--- src/rtl/kfd_pkg.sv ---
// Shared types and constants for the KISS frame decoder with checksum.
`timescale 1ns / 1ps

package kfd_pkg;

    // Framing bytes
    localparam logic [7:0] FEND_BYTE  = 8'hC0;
    localparam logic [7:0] FESC_BYTE  = 8'hDB;
    localparam logic [7:0] TFEND_BYTE = 8'hDC;
    localparam logic [7:0] TFESC_BYTE = 8'hDD;

    localparam int MAX_PAYLOAD = 4096;
    localparam int LEN_W       = $clog2(MAX_PAYLOAD + 1);

    // Result queue
    localparam int QUEUE_DEPTH = 4;
    localparam int QPTR_W      = $clog2(QUEUE_DEPTH);
    localparam int QCNT_W      = $clog2(QUEUE_DEPTH + 1);

    typedef enum logic [2:0] {
        PH_WAIT   = 3'd0,
        PH_HEADER = 3'd1,
        PH_BODY   = 3'd2,
        PH_DONE   = 3'd3,
        PH_BAD    = 3'd4
    } phase_t;

    typedef enum logic [2:0] {
        ST_OK       = 3'd0,
        ST_BAD      = 3'd1,
        ST_EMPTY    = 3'd2,
        ST_CSUM     = 3'd3,
        ST_OVERFLOW = 3'd4
    } status_t;

    typedef enum logic {
        KIND_PAYLOAD = 1'b0,
        KIND_STATUS  = 1'b1
    } kind_t;

    typedef struct packed {
        kind_t            kind;
        logic [7:0]       payload_byte;
        logic [3:0]       port;
        logic [3:0]       command;
        logic [LEN_W-1:0] payload_length;
        status_t          status;
        logic             last;
    } result_t;

    // Results raised by one accepted byte: a payload byte, a status, or both
    typedef struct packed {
        logic    pay_valid;
        result_t pay;
        logic    stat_valid;
        result_t stat;
    } result_pair_t;

endpackage

--- src/rtl/kfd_deframe.sv ---
// Per-byte deframing state machine: unescape, count, sum and status.
`timescale 1ns / 1ps

module kfd_deframe (
    input  logic                 clk,
    input  logic                 rst_n,
    input  logic                 byte_fire,
    input  logic [7:0]           rx_byte,
    input  logic                 buffer_last,
    input  logic                 check_enable,
    output kfd_pkg::result_pair_t results
);

    localparam logic [kfd_pkg::LEN_W-1:0] MAX_COUNT =
        kfd_pkg::LEN_W'(kfd_pkg::MAX_PAYLOAD);

    kfd_pkg::phase_t            phase_reg,    phase_next;
    logic                       esc_reg,      esc_next;
    logic [1:0]                 seen_reg,     seen_next;
    logic [kfd_pkg::LEN_W-1:0]  count_reg,    count_next;
    logic [7:0]                 sum_reg,      sum_next;
    logic [7:0]                 prev_reg,     prev_next;
    logic [3:0]                 port_reg,     port_next;
    logic [3:0]                 cmd_reg,      cmd_next;
    logic                       ovf_reg,      ovf_next;

    logic [7:0]                 decoded;
    logic [kfd_pkg::LEN_W-1:0]  net_len;

    always_ff @(posedge clk or negedge rst_n)
    begin
        if (!rst_n)
        begin
            phase_reg <= kfd_pkg::PH_WAIT;
            esc_reg   <= 1'b0;
            seen_reg  <= 2'd0;
            count_reg <= '0;
            sum_reg   <= 8'd0;
            prev_reg  <= 8'd0;
            port_reg  <= 4'd0;
            cmd_reg   <= 4'd0;
            ovf_reg   <= 1'b0;
        end
        else if (byte_fire)
        begin
            phase_reg <= phase_next;
            esc_reg   <= esc_next;
            seen_reg  <= seen_next;
            count_reg <= count_next;
            sum_reg   <= sum_next;
            prev_reg  <= prev_next;
            port_reg  <= port_next;
            cmd_reg   <= cmd_next;
            ovf_reg   <= ovf_next;
        end
    end

    always_comb
    begin
        phase_next = phase_reg;
        esc_next   = esc_reg;
        seen_next  = (seen_reg == 2'd3) ? 2'd3 : seen_reg + 2'd1;
        count_next = count_reg;
        sum_next   = sum_reg;
        prev_next  = prev_reg;
        port_next  = port_reg;
        cmd_next   = cmd_reg;
        ovf_next   = ovf_reg;
        decoded    = rx_byte;
        net_len    = '0;
        results    = '0;

        unique case (phase_reg)
            kfd_pkg::PH_WAIT:
            begin
                phase_next = (rx_byte == kfd_pkg::FEND_BYTE) ? kfd_pkg::PH_HEADER
                                                             : kfd_pkg::PH_BAD;
            end
            kfd_pkg::PH_HEADER:
            begin
                port_next  = rx_byte[7:4];
                cmd_next   = rx_byte[3:0];
                phase_next = kfd_pkg::PH_BODY;
            end
            kfd_pkg::PH_BODY:
            begin
                if (rx_byte == kfd_pkg::FEND_BYTE)
                begin
                    phase_next = kfd_pkg::PH_DONE;
                end
                else if (rx_byte == kfd_pkg::FESC_BYTE)
                begin
                    esc_next = 1'b1;
                end
                else
                begin
                    if (esc_reg && rx_byte == kfd_pkg::TFESC_BYTE)
                        decoded = kfd_pkg::FESC_BYTE;
                    else if (esc_reg && rx_byte == kfd_pkg::TFEND_BYTE)
                        decoded = kfd_pkg::FEND_BYTE;
                    esc_next = 1'b0;
                    if (count_reg >= MAX_COUNT)
                    begin
                        // drop bytes past the bound
                        ovf_next = 1'b1;
                    end
                    else
                    begin
                        if (count_reg != '0)
                            sum_next = sum_reg + prev_reg;
                        prev_next  = decoded;
                        count_next = count_reg + 1'b1;
                        results.pay_valid            = 1'b1;
                        results.pay.kind             = kfd_pkg::KIND_PAYLOAD;
                        results.pay.payload_byte     = decoded;
                        results.pay.port             = port_reg;
                        results.pay.command          = cmd_reg;
                        results.pay.status           = kfd_pkg::ST_OK;
                    end
                end
            end
            kfd_pkg::PH_DONE,
            kfd_pkg::PH_BAD:
            begin
            end
            default:
            begin
            end
        endcase

        if (buffer_last)
        begin
            net_len = count_next -
                      kfd_pkg::LEN_W'(check_enable && (count_next != '0));
            results.stat_valid   = 1'b1;
            results.stat.kind    = kfd_pkg::KIND_STATUS;
            results.stat.last    = 1'b1;
            results.stat.port    = port_next;
            results.stat.command = cmd_next;
            if (phase_next == kfd_pkg::PH_BAD || seen_next != 2'd3)
            begin
                results.stat.status  = kfd_pkg::ST_BAD;
                results.stat.port    = 4'd0;
                results.stat.command = 4'd0;
            end
            else if (count_next == '0)
            begin
                results.stat.status = kfd_pkg::ST_EMPTY;
            end
            else if (ovf_next)
            begin
                results.stat.status         = kfd_pkg::ST_OVERFLOW;
                results.stat.payload_length = net_len;
            end
            else if (check_enable && ~sum_next != prev_next)
            begin
                results.stat.status = kfd_pkg::ST_CSUM;
            end
            else
            begin
                results.stat.status         = kfd_pkg::ST_OK;
                results.stat.payload_length = net_len;
            end

            // clear per-buffer state
            phase_next = kfd_pkg::PH_WAIT;
            esc_next   = 1'b0;
            seen_next  = 2'd0;
            count_next = '0;
            sum_next   = 8'd0;
            prev_next  = 8'd0;
            port_next  = 4'd0;
            cmd_next   = 4'd0;
            ovf_next   = 1'b0;
        end
    end

endmodule

--- src/rtl/kfd_result_queue.sv ---
// Small result queue: takes up to two results a cycle, delivers one.
`timescale 1ns / 1ps

module kfd_result_queue (
    input  logic                  clk,
    input  logic                  rst_n,
    input  logic                  push,
    input  kfd_pkg::result_pair_t pair,
    output logic                  room,
    output logic                  out_valid,
    input  logic                  out_ready,
    output kfd_pkg::result_t      head
);

    kfd_pkg::result_t           entry_reg [kfd_pkg::QUEUE_DEPTH];
    logic [kfd_pkg::QPTR_W-1:0] wr_ptr_reg, wr_ptr_next;
    logic [kfd_pkg::QPTR_W-1:0] rd_ptr_reg, rd_ptr_next;
    logic [kfd_pkg::QCNT_W-1:0] count_reg,  count_next;

    logic                       wr0, wr1, pop;
    kfd_pkg::result_t           first;
    logic [kfd_pkg::QPTR_W-1:0] wr_ptr_plus1;
    logic [kfd_pkg::QCNT_W-1:0] n_push;

    assign room      = count_reg <= kfd_pkg::QCNT_W'(kfd_pkg::QUEUE_DEPTH - 2);
    assign out_valid = count_reg != '0;
    assign head      = entry_reg[rd_ptr_reg];
    assign pop       = out_valid && out_ready;

    assign wr0          = push && (pair.pay_valid || pair.stat_valid);
    assign wr1          = push && pair.pay_valid && pair.stat_valid;
    assign first        = pair.pay_valid ? pair.pay : pair.stat;
    assign wr_ptr_plus1 = wr_ptr_reg + 1'b1;
    assign n_push       = kfd_pkg::QCNT_W'(wr0) + kfd_pkg::QCNT_W'(wr1);

    always_comb
    begin
        wr_ptr_next = wr_ptr_reg + kfd_pkg::QPTR_W'(n_push);
        rd_ptr_next = rd_ptr_reg + kfd_pkg::QPTR_W'(pop);
        count_next  = count_reg + n_push - kfd_pkg::QCNT_W'(pop);
    end

    always_ff @(posedge clk or negedge rst_n)
    begin
        if (!rst_n)
        begin
            wr_ptr_reg <= '0;
            rd_ptr_reg <= '0;
            count_reg  <= '0;
        end
        else
        begin
            wr_ptr_reg <= wr_ptr_next;
            rd_ptr_reg <= rd_ptr_next;
            count_reg  <= count_next;
        end
    end

    always_ff @(posedge clk)
    begin
        if (wr0)
            entry_reg[wr_ptr_reg] <= first;
        if (wr1)
            entry_reg[wr_ptr_plus1] <= pair.stat;
    end

endmodule

--- src/rtl/kiss_frame_decoder_checksum.sv ---
// Top level of the KISS frame decoder with inverted-sum checksum.
`timescale 1ns / 1ps

// Usage
//   Input channel (in_valid/in_ready): one raw byte of a received buffer per
//   item, with buffer_last high on the buffer's final byte. The decoder
//   strips the opening FEND, latches port and command from the header byte,
//   unescapes the body and stops at the closing FEND.
//   Output channel (out_valid/out_ready): one result per item. kind 0 carries
//   a decoded payload byte; kind 1 with last high is the status that closes
//   the buffer (ok, bad/short, empty, checksum fail, overflow).
//   Configuration: cfg_wr_en/cfg_wr_data write check_enable;
//   write it only between buffers.
// Timing
//   A result enters the result queue when its byte is accepted and shows on
//   the output once the results ahead of it are taken. One byte per cycle is
//   sustained while the receiver keeps up; a byte that yields both a payload
//   result and the status pushes two results, which the four-entry result
//   queue absorbs. in_ready drops only when that queue cannot take two more
//   results, so a stalled receiver backs up into the input and none is lost.
// Reset
//   rst_n clears the frame state, empties the queue and sets check_enable.

module kiss_frame_decoder_checksum (
    input  logic                        clk,
    input  logic                        rst_n,
    // configuration
    input  logic                        cfg_wr_en,
    input  logic                        cfg_wr_data,
    // byte input
    input  logic                        in_valid,
    output logic                        in_ready,
    input  logic [7:0]                  rx_byte,
    input  logic                        buffer_last,
    // result output
    output logic                        out_valid,
    input  logic                        out_ready,
    output logic                        kind,
    output logic [7:0]                  payload_byte,
    output logic [3:0]                  port,
    output logic [3:0]                  command,
    output logic [kfd_pkg::LEN_W-1:0]   payload_length,
    output logic [2:0]                  status,
    output logic                        last
);

    logic                  check_enable_reg;
    logic                  byte_fire;
    logic                  room;
    kfd_pkg::result_pair_t pair;
    kfd_pkg::result_t      head;

    // Hold the checksum enable; default on after reset
    always_ff @(posedge clk or negedge rst_n)
    begin
        if (!rst_n)
            check_enable_reg <= 1'b1;
        else if (cfg_wr_en)
            check_enable_reg <= cfg_wr_data;
    end

    assign in_ready  = room;
    assign byte_fire = in_valid && in_ready;

    // Advance the frame state by one byte and form its results
    kfd_deframe u_deframe (
        .clk          (clk),
        .rst_n        (rst_n),
        .byte_fire    (byte_fire),
        .rx_byte      (rx_byte),
        .buffer_last  (buffer_last),
        .check_enable (check_enable_reg),
        .results      (pair)
    );

    // Queue results so the input keeps flowing while the receiver stalls
    kfd_result_queue u_queue (
        .clk       (clk),
        .rst_n     (rst_n),
        .push      (byte_fire),
        .pair      (pair),
        .room      (room),
        .out_valid (out_valid),
        .out_ready (out_ready),
        .head      (head)
    );

    assign kind           = head.kind;
    assign payload_byte   = head.payload_byte;
    assign port           = head.port;
    assign command        = head.command;
    assign payload_length = head.payload_length;
    assign status         = head.status;
    assign last           = head.last;

endmodule

--- config.mk ---
export PLATFORM = sky130hd
export DESIGN_NAME = kiss_frame_decoder_checksum
export DESIGN_NICKNAME = d
export VERILOG_FILES = /design/src/rtl/kfd_pkg.sv /design/src/rtl/kfd_deframe.sv /design/src/rtl/kfd_result_queue.sv /design/src/rtl/kiss_frame_decoder_checksum.sv
export SDC_FILE = /design/constraint.sdc
export NUM_CORES = 1
export LEC_CHECK = 0
export BUFFER_PORTS_ARGS = -buffer_cell sky130_fd_sc_hd__clkbuf_2
export CAP_MARGIN = 20
export CORE_UTILIZATION = 45
export DETAILED_ROUTE_END_ITERATION = 6
export GPL_TIMING_DRIVEN = 0
export SETUP_SLACK_MARGIN = 0.4
export SLEW_MARGIN = 20
export SYNTH_ARGS = -nofsm -noshare
export SYNTH_HDL_FRONTEND = slang
export SYNTH_SLANG_ARGS = --single-unit
export TNS_END_PERCENT = 10
--- constraint.sdc ---
create_clock -name clk -period 7.2 [get_ports clk]
set_input_delay 0.72 -clock clk [delete_from_list [all_inputs] [get_ports clk]]
set_output_delay 0.72 -clock clk [all_outputs]
set_load 0.02 [all_outputs]
# Word level (Yosys, flattened, before mapping)
# Memories as Yosys holds them, arrays and structs flattened.
# Index checks and enable logic that the tools add are counted.
totals:
  regBits: 52
  latch_bits: 0
  mem_bits_rw: 136
  mem_bits_ro: 0
  inputBits: 15
  output_inout_bits: 36
  elab_cells: 112
  n_memories: 1
mem_list:
  columns: ["memory", "depth", "word_bits", "rd", "rd_ports_with_merged_regs", "wr", "line_no", "text"]
  rows:
  - ["u_queue.entry_reg", 4, 34, 1, 0, 2, "kfd_result_queue.sv:15", "kfd_pkg::result_t entry_reg [kfd_pkg::QUEUE_DEPTH];"]
classes:
  addsub: 10
  mul: 0
  n_div: 0
  n_lt_le_gt_ge: 2
  n_eq_ne: 11
  n_shift: 0
  n_mux: 56
  bitwise_logic: 1
  reduce_logical: 18
op_table:
  columns: ["op", "n"]
  rows:
  - ["2-to-1 mux 8 bit", 14]
  - ["2-to-1 mux 13 bit", 8]
  - ["2-to-1 mux 18 bit", 4]
  - ["2-to-1 mux 34 bit", 1]
  - ["equality test 8 bit, second input constant", 4]
  - ["nonzero test 13 bit", 2]
  - ["2-to-1 mux 25 bit", 1]
  - ["2-to-1 mux 16 bit", 1]
  - ["2-to-1 mux 4 bit", 4]
  - ["2-to-1 mux 3 bit", 5]
  - ["adder 13 x 1 -> 13 bit, second input constant", 1]
  - ["greater-or-equal comparator 13 bit, second input constant", 1]
  - ["logical NOT 13 bit", 1]
  - ["2-to-1 mux 1 bit", 13]
  - ["subtractor 13 x 1 -> 13 bit", 1]
  - ["logical AND 1 bit", 9]
  - ["one-hot mux 3 bit (3 select lines)", 1]
  - ["adder 8 bit", 1]
  - ["2-to-1 mux 2 bit", 4]
  - ["inequality test 8 bit", 1]
  - ["NOT 8 bit", 1]
  - ["adder 2 x 1 -> 2 bit, second input constant", 2]
  - ["inequality test 2 bit, second input constant", 2]
  - ["adder 3 bit", 1]
  - ["14 further kinds", 15]

# Depth between registers and ports, before layout
depth:
  depth_word: 16
  depth_mapped: 17
  mapped_depth_nobuf: 14

# Hierarchy
# Synthesis repeated with hierarchy kept, for this count alone.
hier_totals:
  cells_unflattened: 871
  hier_area_um2: 11238.3
modules_own_cells:
  columns: ["module", "instances", "cells_each", "area_each_um2", "seq_area_each_um2"]
  rows:
  - ["kfd_result_queue", 1, 379, 7098.1, 4259.1]
  - ["kfd_deframe", 1, 489, 4092.7, 1101.1]
  - ["kiss_frame_decoder_checksum", 1, 3, 47.5, 26.3]

# Least setup slack after synthesis
# Ideal clock, no wire load.
synth_timing:
  kind: "input -> register"
  start: "input rx_byte[6]"
  end: "memory u_queue.entry_reg[0][8] (netlist bit), data pin"
  setup_time_ns: 0.268
  t_arrival_ns: 3.765
  t_required_ns: 6.932
  setup_slack_ns: 3.167
  cell_stages: 16
  n_path_buf: 4
  path_cell_list: "clkbuf_1 and4bb_2 o21a_1 buf_4 a211oi_1 a2bb2oi_1 and4_1 clkbuf_1 nor2b_1 ha_1 ha_1 buf_4 o2111a_1 a31oi_1 xor2_1 nor3_1"
synth_rtl:
  columns: ["element", "line_no", "text"]
  rows:
  - ["start: declaration", "kiss_frame_decoder_checksum.sv:33", "input logic [7:0] rx_byte,"]
  - ["end: declaration", "kfd_result_queue.sv:15", null]

==> metrics.md <==
| Metric | Value |
|---|---|
| # hold bufs at CTS | `0` |
| Max Clock Skew | `12.69 ps` |
| Post-synthesis sequential area ratio | `0.4820` |
| Largest net degree at the start of global routing | `39` |
| Cell area after layout | `0.01145 mm^2` |
| RSZ-0062 raised after global routing | `false` |
| DR vias | `7992` |
| Post-synth cell types | `76` |
| IO Count | `51` |
| Cell Pwr Density | `307.4 mW/mm^2` |
| Worst r2r src | `u_deframe.phase_reg[0]` |
| DP HPWL | `approximately 20000 um` |
| Simple-gate share of the synthesized area | `0.1793` |
| Site Rows | `54` |
| Layout Area Growth over Synthesis | `11.61%` |
| Clk pin slew, worst setup/hold paths | `around 70 ps` |
| Post-synth top area share | `0.2926` |
| Detailed router's first-iteration violation count | `693` |
| Die span in y | `about 150 um` |
| Core ar. | `0.02209 mm^2` |
| CTS root buffer | `clkbuf_16` |
| CP Launch Type | `primary input` |
| Mapped Area | `0.01026 mm^2` |
| Synth top area cells | `edfxtp_1, dfrtp_1, mux4_2` |
| First-pass GRT wire length | `43770 um` |
| Fin crit period | `~4800 ps` |
| Leakage | `about 0.0042 uW` |
| Final worst slack | `2369 ps` |
| Mean Syn Cell Area | `10.38 um^2` |
| Total GRT Usage | `0.2455` |
| Fmax | `207.0 MHz` |
| Share of cells above drive strength 1 | `0.1414` |
| Worst slew pin tran | `1063 ps` |
| Pre-CTS setup slack | `2010 ps` |
| Synth Area in Compound Gates | `0.1391` |
| Global route total overflow | `0` |
| Peak supply drop | `0.0001998 V` |
| Final setup viols | `0` |
| Slew headroom | `0.2854` |
| Fin nets | `1089` |
| Hold/Removal Path Class | `in -> async` |
| CTS tree | `done` |
| GPL Wtd Cong | `about 0.84` |
| Worst path arrival time | `5000 ps` |
| CTS H-tree depth | `4` |
| Total Power | `3521 uW` |
| Status | `finished clean` |
| Clock sink total | `~180` |
| Antenna cells | `0` |
| Reg-to-Reg End | `u_queue.entry_reg[0][8]` |
| Top cells by count, synth | `nand2_1, edfxtp_1, nor2_1, o21ai_0, nor3_1` |
| Port Buffers | `46` |
| Vias in the first global route | `between 7000 and 8000` |
| Area leader, netlist | `edfxtp_1` |
| Syn nets | `1023` |
| Wirelength, routed | `27720 um` |
| Routed WL per cell | `20.56 um` |
| Initial antenna violation count | `1` |
| Max reg flops | `132` |
| WP data required | `7370 ps` |
| Fill cells | `2013` |
| Vias per cell | `5.929` |
| Synth async-reset ratio | `0.2826` |
| XOR/XNOR Fraction of Synth Area | `0.03072` |
| ANT nets after route | `0` |
| Largest family of logic cells by synthesized area | `simple AND/OR/NAND/NOR gates` |
| Worst Reg-to-Reg Cells | `16` |
| Cells after Synth | `989` |
| Router iterations before antenna repair | `5` |
| DRC | `0` |
| Initial Util | `0.4645` |
| CP Class | `in -> reg` |
| Crit path max fanout | `10` |
| Total die area | `0.02341 mm^2` |
| Ys Warns | `0` |
| PostCTS Resize Cnt | `0` |
| Period utilization | `0.6710` |
| Most instantiated library cell after synthesis | `nand2_1` |
| Postcts setup bufs | `0` |
| Slew Viols, Final | `0` |
| Final Hold Viols | `0` |
| Skew-Pair Late Insertion Delay | `440 ps` |
| Total CTS buffers | `17` |
| Post-synth EDFFs | `100` |
| Setup_tns | `0 ps` |
| Max_cap viols | `0` |
| Placed Area | `0.01088 mm^2` |
| Primary FF master, synth | `edfxtp_1` |
| Die width | `153.0 um` |
| Post-synthesis mux area share | `0.1008` |
| FF+latch count, synth | `184` |
| Hold slack | `165.1 ps` |
| Crit. End Element | `flip-flop` |
| Synth Area in Adders | `0.02463` |
| CTS Buffer Depth | `2` |
| R2r setup slk | `2520 ps` |
-- where the power goes --
| group | internal, uW | switching [uW] | total (uW) |
|---|---|---|---|
| registers | 1230 | 112 | 1340 |
| clock network | 492 | 453 | 945 |
| logic | 481 | 750 | 1230 |
| total | 2210 | 1310 | 3520 |
-- critical path: stages --
cell and delay, ps:
clkbuf_2 210, nor4_2 520, o21ai_1 180, buf_2 230, nand2_1 300, clkbuf_1 530
buf_1 530, nor2_1 80, nor2_1 120, ha_1 240, and3_1 240, nand3_1 110
o21bai_1 200, xnor2_1 260, nor4b_1 520
-- kinds of logic (layout without fill, tap and decap cells) --
family	count (synthesis)	in the layout
AO/OA/AOI/OAI	223	223
adder cells (fa/ha/maj)	19	19
flip-flops	184	184
AND/OR/NAND/NOR	366	366
XOR/XNOR	36	36
buffers and inverters	99	178
multiplexers	62	62
-- worst max-delay path by stage --
stage | from | to | slack (ps) | cells past startpoint
2_1_floorplan | rx_byte[6] | u_queue.entry_reg[0][8] | 3170 | 16
3_3_place_gp | rx_byte[0] | u_queue.entry_reg[1][15] | 1950 | 15
3_5_place_dp | rx_byte[0] | u_queue.entry_reg[1][15] | 2010 | 15
4_1_cts | rx_byte[0] | u_queue.entry_reg[1][15] | 2460 | 15
5_1_grt | rx_byte[0] | u_queue.entry_reg[1][15] | 2070 | 15
6_report | rx_byte[0] | u_queue.entry_reg[1][15] | 2370 | 15
-- per-layer routing --
metal,GRT usage,up-vias,part of all wire
met5,0,-,0.00014
met4,0.07359,2,0.015
met3,0.04366,31,0.060
met2,0.3934,277,0.47
met1,0.3405,3869,0.46
li1,-,3813,-
-- final cells by class --
cell class                 instances  area, um^2  share of cell area
sequential                       184        4946              0.4318
clock inverter                    15       152.6             0.01333
clock buffer                      17       425.4             0.03714
timing repair buffer              47       252.7             0.02207
tap                              280       350.3             0.03059
buffer                            78       366.6             0.03201
multi-input combinational        706        4881              0.4262
inverter                          21       78.83            0.006882
-- layout by cell type, fill, tap and decap left out, drive strengths merged, types with 5 or more instances in the layout --
cell | Yosys | final
a211oi | 5 | 5
inv | 21 | 31
o21ai | 67 | 67
buf | 25 | 26
nor4 | 9 | 9
mux4 | 33 | 33
nand2 | 119 | 119
mux2i | 28 | 28
nand4 | 5 | 5
a31oi | 8 | 8
dfxtp | 32 | 32
o22ai | 10 | 10
ha | 17 | 17
clkbuf | 53 | 116
nor2 | 79 | 79
nand3 | 23 | 23
a22oi | 12 | 12
or3 | 5 | 5
and2 | 10 | 10
xor2 | 11 | 11
edfxtp | 100 | 100
nor4b | 9 | 9
o21a | 6 | 6
a21boi | 9 | 9
and3 | 18 | 18
nor3 | 57 | 57
a21oi | 51 | 51
dfrtp | 51 | 51
a22o | 5 | 5
a21o | 11 | 11
xnor2 | 25 | 25
o31ai | 6 | 6
nor3b | 8 | 8
-- through the flow --
step                cells    util
floorplan             989       -
global placement     1315  0.4908
detailed placement   1316  0.4922
CTS                  1348  0.5184
global route         1348  0.5184
finish               1348  0.5184
Power figures use the tool's default switching activity.
